**config.mk**
```make
export PLATFORM = sky130hd
export DESIGN_NAME = sorted_list_table
export DESIGN_NICKNAME = d
export VERILOG_FILES = /design/src/slt_pkg.sv /design/src/slt_cell.sv /design/src/sorted_list_table.sv
export SDC_FILE = /design/constraint.sdc
export NUM_CORES = 2
export LEC_CHECK = 0
export BUFFER_PORTS_ARGS = -buffer_cell sky130_fd_sc_hd__clkbuf_2
export CAP_MARGIN = 20
export CELL_PAD_IN_SITES_DETAIL_PLACEMENT = 1
export CELL_PAD_IN_SITES_GLOBAL_PLACEMENT = 1
export CORE_MARGIN = 2
export CORE_UTILIZATION = 54
export CTS_CLUSTER_DIAMETER = 150
export DETAILED_ROUTE_END_ITERATION = 8
export GPL_TIMING_DRIVEN = 0
export PLACE_DENSITY_LB_ADDON = 0.1
export SYNTH_ARGS = -nofsm -noshare
export SYNTH_HDL_FRONTEND = slang
export SYNTH_SLANG_ARGS = --single-unit
```
**constraint.sdc**
```tcl
create_clock -name clk -period 13.98 [get_ports clk]
set_input_delay 0.699 -clock clk [delete_from_list [all_inputs] [get_ports clk]]
set_output_delay 0.699 -clock clk [all_outputs]
set_load 0.02 [all_outputs]
```
**src/slt_pkg.sv**
```systemverilog
// ============================================================================
// slt_pkg
// Shared types and codes for the sorted list table: request and status
// codes, the transaction token that walks the cell chain, and the
// controller state type.
// ============================================================================
package slt_pkg;

  // Default number of entries
  localparam int CAPACITY_DEF = 16;

  localparam int VALUE_W = 32;
  localparam int OUT_CNT_W = 5;

  // Request codes
  localparam logic [1:0] OP_INSERT = 2'd0;
  localparam logic [1:0] OP_DELETE = 2'd1;
  localparam logic [1:0] OP_SEARCH = 2'd2;

  // Status codes
  localparam logic [1:0] ST_DONE      = 2'd0;
  localparam logic [1:0] ST_NOT_FOUND = 2'd1;
  localparam logic [1:0] ST_FULL      = 2'd2;

  // Transaction token handed from cell to cell
  typedef struct packed {
    logic                      valid;
    logic [1:0]                op;
    logic signed [VALUE_W-1:0] value;
    logic signed [VALUE_W-1:0] carry;  // entry pushed down by an insert
    logic                      flag;   // insert placed, or match seen
    logic                      full;   // table was full at entry
  } token_t;

  typedef enum logic [0:0] {
    S_IDLE,
    S_RUN
  } state_t;

endpackage

```
**src/slt_cell.sv**
```systemverilog
// ============================================================================
// slt_cell
// One slot of the sorted list: holds one entry, applies the passing
// transaction token to it and hands the token to the next slot.
// ============================================================================
module slt_cell #(
  parameter int INDEX = 0,
  parameter int CNT_W = 5
) (
  input  logic                               clk,
  input  logic                               rst_n,
  input  logic                               advance,
  input  logic [CNT_W-1:0]                   count,
  input  logic signed [slt_pkg::VALUE_W-1:0] next_entry,
  input  slt_pkg::token_t                    tok_i,
  output slt_pkg::token_t                    tok_o,
  output logic signed [slt_pkg::VALUE_W-1:0] entry_o
);

  localparam logic [CNT_W-1:0] INDEX_C = CNT_W'(INDEX);

  logic signed [slt_pkg::VALUE_W-1:0] entry_r;
  logic signed [slt_pkg::VALUE_W-1:0] entry_nxt;
  slt_pkg::token_t                    tok_r;
  slt_pkg::token_t                    tok_nxt;
  logic                               occ;
  logic                               at_end;
  logic                               gt;
  logic                               eq;

  always_comb begin
    entry_nxt = entry_r;
    tok_nxt   = tok_i;
    occ       = INDEX_C < count;
    at_end    = INDEX_C == count;
    gt        = entry_r > tok_i.value;
    eq        = entry_r == tok_i.value;
    if (tok_i.valid) begin
      case (tok_i.op)
        slt_pkg::OP_INSERT: begin
          if (!tok_i.full) begin
            if (occ) begin
              if (tok_i.flag) begin
                // ripple: swap carried entry with ours
                entry_nxt     = tok_i.carry;
                tok_nxt.carry = entry_r;
              end else if (!gt) begin
                entry_nxt     = tok_i.value;
                tok_nxt.carry = entry_r;
                tok_nxt.flag  = 1'b1;
              end
            end else if (at_end) begin
              entry_nxt = tok_i.flag ? tok_i.carry : tok_i.value;
            end
          end
        end
        slt_pkg::OP_DELETE: begin
          if (occ) begin
            if (tok_i.flag) begin
              entry_nxt = next_entry;
            end else if (eq) begin
              entry_nxt    = next_entry;
              tok_nxt.flag = 1'b1;
            end
          end
        end
        default: begin
          if (occ && eq) begin
            tok_nxt.flag = 1'b1;
          end
        end
      endcase
    end
  end

  always_ff @(posedge clk) begin
    if (advance && tok_i.valid) begin
      entry_r <= entry_nxt;
    end
  end

  always_ff @(posedge clk) begin
    if (!rst_n) begin
      tok_r <= '0;
    end else if (advance) begin
      tok_r <= tok_nxt;
    end
  end

  assign tok_o   = tok_r;
  assign entry_o = entry_r;

endmodule

```
**src/sorted_list_table.sv**
```systemverilog
// ============================================================================
// sorted_list_table
// Bounded list of signed 32-bit values held in descending order. Each
// transaction inserts a value, deletes the first equal entry, or searches
// for a value, and returns a status and the entry count.
// ============================================================================
//
//  channel  | ports                                   | direction
//  ---------+-----------------------------------------+----------
//  request  | in_valid, in_stall, in_req_type, in_value | in
//  result   | out_valid, out_stall, out_status,       | out
//           | out_entry_count                         |
//
//  Timing: an accepted request becomes a token that walks the cell chain one
//  slot per cycle unless the chain is held, then loads the result register.
//  The next request is accepted in the cycle after the result is registered.
//  Reset: rst_n (synchronous, active low) empties the list and drops any
//  transaction in flight; entry contents are not cleared.
//  Stalls: a waiting result does not block a new request; only when the
//  token reaches the chain end while the result register is still held
//  does the whole chain hold.
//
module sorted_list_table #(
  parameter int CAPACITY = slt_pkg::CAPACITY_DEF
) (
  input  logic                                 clk,
  input  logic                                 rst_n,
  input  logic                                 in_valid,
  output logic                                 in_stall,
  input  logic [1:0]                           in_req_type,
  input  logic signed [slt_pkg::VALUE_W-1:0]   in_value,
  output logic                                 out_valid,
  input  logic                                 out_stall,
  output logic [1:0]                           out_status,
  output logic [slt_pkg::OUT_CNT_W-1:0]        out_entry_count
);

  localparam int CNT_W = $clog2(CAPACITY + 1);
  localparam logic [CNT_W-1:0] CAP_C = CNT_W'(CAPACITY);

  slt_pkg::state_t state_r;
  slt_pkg::state_t state_nxt;

  logic [CNT_W-1:0]                   count_r;
  logic [CNT_W-1:0]                   count_nxt;
  logic                               out_valid_r;
  logic [1:0]                         out_status_r;
  logic [slt_pkg::OUT_CNT_W-1:0]      out_entry_count_r;
  logic [1:0]                         status_nxt;
  logic [CNT_W+slt_pkg::OUT_CNT_W-1:0] cnt_ext;

  logic            advance;
  logic            accept;
  logic            finish;
  slt_pkg::token_t tok [CAPACITY+1];
  logic signed [slt_pkg::VALUE_W-1:0] ent [CAPACITY];

  // Hold the chain only when a finished token cannot enter the result register
  assign finish  = tok[CAPACITY].valid;
  assign advance = !(finish && out_valid_r && out_stall);
  assign accept  = in_valid && !in_stall;

  // Build the token for the first cell straight from the request
  always_comb begin
    tok[0]       = '0;
    tok[0].valid = accept;
    tok[0].op    = in_req_type;
    tok[0].value = in_value;
    tok[0].full  = count_r >= CAP_C;
  end

  for (genvar k = 0; k < CAPACITY; k++) begin : g_cell
    logic signed [slt_pkg::VALUE_W-1:0] next_entry;
    if (k == CAPACITY - 1) begin : g_last
      assign next_entry = ent[k];
    end else begin : g_mid
      assign next_entry = ent[k+1];
    end
    slt_cell #(
      .INDEX(k),
      .CNT_W(CNT_W)
    ) u_cell (
      .clk       (clk),
      .rst_n     (rst_n),
      .advance   (advance),
      .count     (count_r),
      .next_entry(next_entry),
      .tok_i     (tok[k]),
      .tok_o     (tok[k+1]),
      .entry_o   (ent[k])
    );
  end

  // Next state
  always_comb begin
    state_nxt = state_r;
    case (state_r)
      slt_pkg::S_IDLE: begin
        if (in_valid) begin
          state_nxt = slt_pkg::S_RUN;
        end
      end
      slt_pkg::S_RUN: begin
        if (finish && advance) begin
          state_nxt = slt_pkg::S_IDLE;
        end
      end
      default: state_nxt = slt_pkg::S_IDLE;
    endcase
  end

  // Outputs of the controller: one transaction in the chain at a time
  always_comb begin
    case (state_r)
      slt_pkg::S_IDLE: in_stall = 1'b0;
      default:         in_stall = 1'b1;
    endcase
  end

  // Status and new count from the token leaving the chain
  always_comb begin
    count_nxt  = count_r;
    status_nxt = tok[CAPACITY].flag ? slt_pkg::ST_DONE : slt_pkg::ST_NOT_FOUND;
    case (tok[CAPACITY].op)
      slt_pkg::OP_INSERT: begin
        if (tok[CAPACITY].full) begin
          status_nxt = slt_pkg::ST_FULL;
        end else begin
          status_nxt = slt_pkg::ST_DONE;
          count_nxt  = count_r + CNT_W'(1);
        end
      end
      slt_pkg::OP_DELETE: begin
        if (tok[CAPACITY].flag) begin
          count_nxt = count_r - CNT_W'(1);
        end
      end
      default: ;
    endcase
    cnt_ext = {{slt_pkg::OUT_CNT_W{1'b0}}, count_nxt};
  end

  always_ff @(posedge clk) begin
    if (!rst_n) begin
      state_r     <= slt_pkg::S_IDLE;
      count_r     <= '0;
      out_valid_r <= 1'b0;
    end else begin
      state_r <= state_nxt;
      if (finish && advance) begin
        count_r     <= count_nxt;
        out_valid_r <= 1'b1;
      end else if (!out_stall) begin
        out_valid_r <= 1'b0;
      end
    end
  end

  // Result payload: load with the finishing token, hold otherwise
  always_ff @(posedge clk) begin
    if (finish && advance) begin
      out_status_r      <= status_nxt;
      out_entry_count_r <= cnt_ext[slt_pkg::OUT_CNT_W-1:0];
    end
  end

  assign out_valid       = out_valid_r;
  assign out_status      = out_status_r;
  assign out_entry_count = out_entry_count_r;

endmodule

```
* Yosys cells after proc, flatten, opt, wreduce, memory -nomap -nowiden
Index checks and enable logic that the tools add are counted.
Widths: inputs -> output; s select.
** Word-level totals
- Bits in registers :: 1566
- Output and inout port bits :: 9
- Input bits :: 38
- Word-level logic and storage cells :: 715
** Operators by class
- Multiplexer cells :: 351
- Eq/ne operators :: 125
- Add/sub/neg operators :: 2
- Order comparisons :: 33
- Reductions and logical operators :: 87
- Bitwise gates (word level) :: 2
** Operator list (number)
- $mux 32 :: 166
- $mux 33 :: 61
- $pmux 32 s2 :: 15
- $eq 32x32->1 :: 16
- $gt 32x32->1 :: 16
- $reduce_and 8->1 :: 15
- $mux 1 :: 87
- $ne 4x4->1 const B :: 14
- $ne 3x1->1 const B :: 15
- $ne 3x2->1 const B :: 14
- $eq 4x5->1 const A :: 8
- $lt 4x5->1 const A :: 8
- $logic_and 1x1->1 :: 36
- $eq 2x1->1 const B :: 17
- $logic_not 2->1 :: 17
- $ne 2x1->1 const B :: 17
- $pmux 1 s2 :: 17
- $reduce_bool 2->1 :: 16
- $ne 2x2->1 const B :: 15
- $eq 3x5->1 const A :: 4
- $lt 3x5->1 const A :: 4
- $eq 2x5->1 const A :: 2
- $lt 1x5->1 const A :: 2
- $lt 2x5->1 const A :: 2
- other kinds (12) :: 16

* Longest topological paths before layout
- Word-level depth :: 7
- Mapped depth :: 12
- Gate-level depth less buffers :: 10

* By module
Synthesis repeated with hierarchy kept, for this count alone.
** Unflattened totals
- Cell total of the unflattened synthesis :: 9426
- Area total of the unflattened synthesis :: 88816.4 um2
** By module, submodules not included
- slt_cell at g_cell[1].u_cell :: area an instance 5825.6 um2, seq. area each 2342.2 um2, cells each 608, times used 1
- slt_cell at g_cell[11].u_cell :: area an instance 5760.5 um2, seq. area each 2342.2 um2, cells each 623, times used 1
- slt_cell at g_cell[6].u_cell :: area an instance 5718.0 um2, seq. area each 2342.2 um2, cells each 585, times used 1
- slt_cell at g_cell[14].u_cell :: area an instance 5610.4 um2, seq. area each 2342.2 um2, cells each 575, times used 1
- slt_cell at g_cell[5].u_cell :: area an instance 5597.9 um2, seq. area each 2342.2 um2, cells each 576, times used 1
- slt_cell at g_cell[2].u_cell :: area an instance 5482.8 um2, seq. area each 2342.2 um2, cells each 582, times used 1
- slt_cell at g_cell[0].u_cell :: area an instance 5474.0 um2, seq. area each 2342.2 um2, cells each 579, times used 1
- slt_cell at g_cell[3].u_cell :: area an instance 5442.7 um2, seq. area each 2342.2 um2, cells each 584, times used 1
- slt_cell at g_cell[10].u_cell :: area an instance 5412.7 um2, seq. area each 2342.2 um2, cells each 582, times used 1
- slt_cell at g_cell[4].u_cell :: area an instance 5412.7 um2, seq. area each 2342.2 um2, cells each 585, times used 1
- slt_cell at g_cell[12].u_cell :: area an instance 5411.4 um2, seq. area each 2342.2 um2, cells each 581, times used 1
- slt_cell at g_cell[13].u_cell :: area an instance 5408.9 um2, seq. area each 2342.2 um2, cells each 578, times used 1
- slt_cell at g_cell[15].u_cell :: area an instance 5402.7 um2, seq. area each 2342.2 um2, cells each 582, times used 1
- slt_cell at g_cell[8].u_cell :: area an instance 5393.9 um2, seq. area each 2342.2 um2, cells each 576, times used 1
- +3 rows

* Worst setup path before layout
OpenSTA, ideal clock, no wires.
- Path kind :: reg2reg
- From :: reg g_cell[14].u_cell.entry_r, in the netlist g_cell[14].u_cell.entry_o[27]
- To :: reg g_cell[14].u_cell.entry_r, in the netlist g_cell[14].u_cell.entry_o[0], enable pin
- Setup time :: 0.501 ns
- Cell stages (with the launch flop) :: 10
- Period minus slack after synthesis :: 5.478 ns
- Arrival :: 4.977 ns
- Buffers on the path :: 0
- Setup slack :: 8.502 ns
- Required time :: 13.479 ns
- Cell sequence :: edfxtp_1 > ha_1 > nand4_1 > nor4_1 > nor3b_2 > o311ai_1 > and4_1 > o21ai_0 > a21boi_0 > nor4_1
** On the way
- Word-level cells in the longest chain between the ends :: 3
- Elaborated cells between the ends (all ways) :: 5
- Classes of those cells :: order compare: 1; eq/ne: 3; reduce/logical: 1
** Ends and longest elaborated chain
- from (decl) :: line slt_cell.sv:22 : logic signed [slt_pkg::VALUE_W-1:0] entry_r;
- from (signal assigned) :: line slt_cell.sv:78 : entry_r <= entry_nxt;
- $gt 32x32->1 / $eq 32x32->1 (equally long branches) :: line slt_cell.sv:36, slt_cell.sv:37
- $ne 4x4->1 (no source line) / $ne 3x2->1 (equally long branches)
- $reduce_and 8->1 (no source line) *
Mark *: on every way between the ends. The rest lies on a longest branch, timed or not.
A chain may end at the register's enable or synchronous reset.

* Final worst setup path
- From :: reg g_cell[13].u_cell.tok_r, in the netlist g_cell[13].u_cell.tok_o[65]
- To :: reg g_cell[14].u_cell.entry_r, in the netlist g_cell[14].u_cell.entry_o[5], enable pin
** On the way
- Word-level cells in the longest chain between the ends :: 3
- Elaborated cells between the ends (all ways) :: 5
- Classes of those cells :: order compare: 1; eq/ne: 3; reduce/logical: 1
** Ends and longest elaborated chain
- from (decl) :: line slt_cell.sv:24 : slt_pkg::token_t tok_r;
- from (signal assigned) :: line slt_cell.sv:86 : tok_r <= tok_nxt;
- $gt 32x32->1 / $eq 32x32->1 (equally long branches) :: line slt_cell.sv:36, slt_cell.sv:37
- $ne 4x4->1 (no source line) / $ne 3x2->1 (equally long branches)
- $reduce_and 8->1 (no source line) *
Marked as above.

==> summary.txt <==
STA
  • Final setup fails: 0
  • Post-route setup slack: 9.07 ns
  • Least-Margin Pin Slew: about 1.3 ns
  • Setup TNS: 0 ns
  • Tmin final: between 4 and 5 ns
  • Slew Limit Fails: 0
  • Slew HR: 14.3%
  • Clock Skews: 0.0281 ns
  • RSZ-0062 raised after global routing: false
  • Tcrit/Tclk final: 35.1%
  • Highest clock rate: 204 MHz
  • Fin. Hold Viols: 0

Floorplan
  • I/O pin cnt: 47
  • DIE HEIGHT: 391 µm
  • Die X: 391 µm
  • Die area: around 0.15 mm²
  • Starting density of the core: a little over half
  • Core area: 0.149 mm²
  • # rows: 142

Yosys
  • Yosys top cell area share: 25.9%
  • Netlist cell types: 89
  • EDFF count, synth: 519
  • Synth Register Bits: 1566
  • Ys flop type: dfxtp_1
  • Mux cell area share after synthesis: a little under 9%
  • Post-Synth XOR/XNOR Area: 0.0974%
  • Main combinational cell family by area after synthesis: compound AO/OA/AOI/OAI gates
  • Dominant cell type by area after synthesis: dfxtp_1
  • Top cells by count, synth: nand2_1, dfxtp_1, a21oi_1
  • Synth Area in Adders: 7.99%
  • Synth Area in Simple Gates: between 10 and 15%
  • Seq/Total Area, Yosys: 45.1%
  • Warnings, synthesis: 0
  • Main area contributors after synthesis: dfxtp_1, edfxtp_1, mux2i_1
  • Gate Count Post-Synth: around 9300
  • Async set-reset flop share out of synthesis: 0%
  • Post-synthesis compound-gate area fraction: a little under a fifth
  • Count leader, synth: nand2_1
  • Mapped Area: 0.0809 mm²
  • Syn_area_per_cell: 8.71 µm²
  • Post-Synthesis Net Count: roughly 10000

Critical path
  • Worst path most repeated cell: buf_4
  • CP Depth: 14
  • Worst setup EP type: register
  • Worst-path cell chain: inv_1 -> ha_1 -> nand4_1 -> nor4_1 -> nor3b_2 -> o311ai_1 -> and4_1 -> o21ai_0 -> a21boi_0 -> nor4_2 -> buf_4 -> buf_4 -> buf_4 -> buf_4
  • CP bufs+invs: 5
  • Startpoint types: register
  • Critical path class: register to register
  • CP max-delay cell: nor4_1
  • Delay-heaviest family, CP: simple AND/OR/NAND/NOR gates
  • Worst-path fanout max: 9
  • Reg2reg path depth: 14
  • WP data required: 14.49 ns
  • Slowest Stage Delay on Critical Path: 0.78 ns
  • Critical Path AT: 5.43 ns

Power
  • Sw power: 2.24 mW
  • Internal: between 7 and 8 mW
  • VDD IR-drop max: ~0.11 mV
  • Seq pwr share: 48.2%
  • Clock group share of total power: ~49%
  • Switching portion of total power: 22.9%
  • Pwr Density: 108 mW/mm²
  • LEAKAGE: 31.0 nW
  • Logic pwr share: 2.8%

Placement
  • Final GP Congestion: 0.984
  • Port Buffers: between 40 and 50
  • Place WS: 8.89 ns
  • HPWL after DPL: 266 mm

Finish
  • Share of cells above drive strength 1: under 10%
  • Area growth from synthesis to layout: 12.0%
  • Fin nets: 10100
  • Fill cells: 17600

CTS
  • Skew-Pair Late Insertion Delay: about 0.8 ns
  • Clock Sinks: 1566
  • Clk root buf: clkbuf_16
  • Clk buf depth: 3
  • H-tree level count: 4
  • CTS Hold Buffers Added: 0
  • Post-CTS sizing: 0
  • Num CTS Buffers: 173
  • Post-CTS setup buffer count: 0
  • Clock transition at the registers of the reported paths: 0.06 ns
  • CTS tree: built

Global routing
  • Initial antenna violation count: 16
  • Total global routing overflow: 0
  • GRT Util Overall: 43.6%
  • Vias in the first global route: roughly 78000
  • First-pass GRT wire length: 500 mm
  • Largest net degree at the start of global routing: 33

Run status
  • Status: finished clean

Routing
  • Post-route antenna net violation count: 0
  • DRC errors left: 0
  • Pre-Repair DR Iteration Count: 6
  • WL per Instance: 29.0 µm
  • Vias: 76100
  • Final wirelength: ~340 mm
  • Initial drt markers: 7410
  • Via density: 6.48

Hold path
  • Worst hold path depth: 3
  • HP Class: input pin to register

Run
  • Max_cap viols: 0
[power by group through the flow]
stage | logic [mW] | registers, mW | clock network [mW]
floorplan | 0.156 | 4.81 | 0
global placement | 0.242 | 4.83 | 0
detailed placement | 0.261 | 4.83 | 0
CTS | 0.266 | 4.73 | 4.79
global route | 0.301 | 4.73 | 4.97
finish | 0.277 | 4.73 | 4.81
[worst reg2reg max path: stages, from the launching register on]
cell,delay [ns]
dfxtp_1,0.41
inv_1,0.07
ha_1,0.33
nand4_1,0.18
nor4_1,0.78
nor3b_2,0.52
o311ai_1,0.41
and4_1,0.40
o21ai_0,0.15
a21boi_0,0.11
nor4_2,0.39
buf_4,0.26
buf_4,0.21
buf_4,0.21
buf_4,0.20
[cell families after synthesis]
logic type,after synthesis
and+or+nand+nor,2694
AOI/OAI and AO/OA,2575
DFF,1566
adders and majority gates,517
buffers and inverters,1219
xor gates and xnor gates,9
muxes,712
[placed cells by master, fill, tap and decap left out, types with 14 or more instances in the layout]
master and count:
a2111oi_0 43, a211oi_1 51, a21o_1 74, a21oi_1 1024
a22oi_1 33, a31oi_1 84, buf_1 48, buf_2 25
buf_4 18, buf_8 33, clkbuf_1 584, clkbuf_16 193
clkbuf_2 57, clkbuf_8 29, clkinv_2 31, dfxtp_1 1047
edfxtp_1 519, ha_1 517, inv_1 583, mux2i_1 707
nand2_1 1773, nand2b_1 17, nand3_1 166, nand3b_1 35
nand4_1 86, nor2_1 433, nor2b_1 44, nor3_1 37
nor4_1 22, o211ai_1 21, o21a_1 31, o21ai_0 957
o21ai_1 14, o311a_1 99, o31ai_1 40
[registers in the layout, indices dropped and copies added, names as in the netlist]
name,flops
out_valid,1
g_cell.u_cell.tok_o,1040
out_entry_count,5
count_r,5
state_r,1
out_status,2
g_cell.u_cell.entry_o,512
[metal layers]
| metal | GRT usage (%) | part of all wire [%] |
|---|---|---|
| met2 | 69.6 | 45 |
| met1 | 53.9 | 39 |
| met4 | 24.6 | 6.5 |
| met5 | 0.542 | 0.051 |
| met3 | 10.7 | 9.3 |
[final cells by class]
cell class	count	area, µm²	share of cell area (%)
antenna	6	15.0	0.0166
buffer	635	2590	2.85
clock buffer	275	5430	5.99
clock inverter	50	450	0.497
inverter	584	2190	2.42
multi-input combinational	6507	39800	43.9
sequential	1566	36500	40.3
tap	2016	2520	2.78
timing repair buffer	102	1070	1.18
[worst paths after layout]
kind / end / slack, ns / from
worst max-delay path: g_cell[14].u_cell.entry_o[5] / 9.07 / g_cell[13].u_cell.tok_o[65]
worst min-delay path: g_cell[0].u_cell.tok_o[49] / 0.12 / in_value[15]
worst min register to register: g_cell[14].u_cell.tok_o[48] / 0.45 / g_cell[14].u_cell.tok_o[48]
worst max register to register: g_cell[14].u_cell.entry_o[5] / 9.07 / g_cell[13].u_cell.tok_o[65]
[per-stage QoR]
stage	hold slack (ns)	cell area (µm²)	cells	utilization (%)	power, mW
floorplan	0.432	80900	9292	-	4.97
global placement	0.440	83700	11400	56.0	5.07
detailed placement	0.446	84600	11400	56.6	5.09
CTS	0.101	90500	11700	60.6	9.78
global route	0.128	90600	11700	60.6	10.0
finish	0.120	90600	11700	60.6	9.81
No activity file was read; power rests on OpenSTA's default activity.
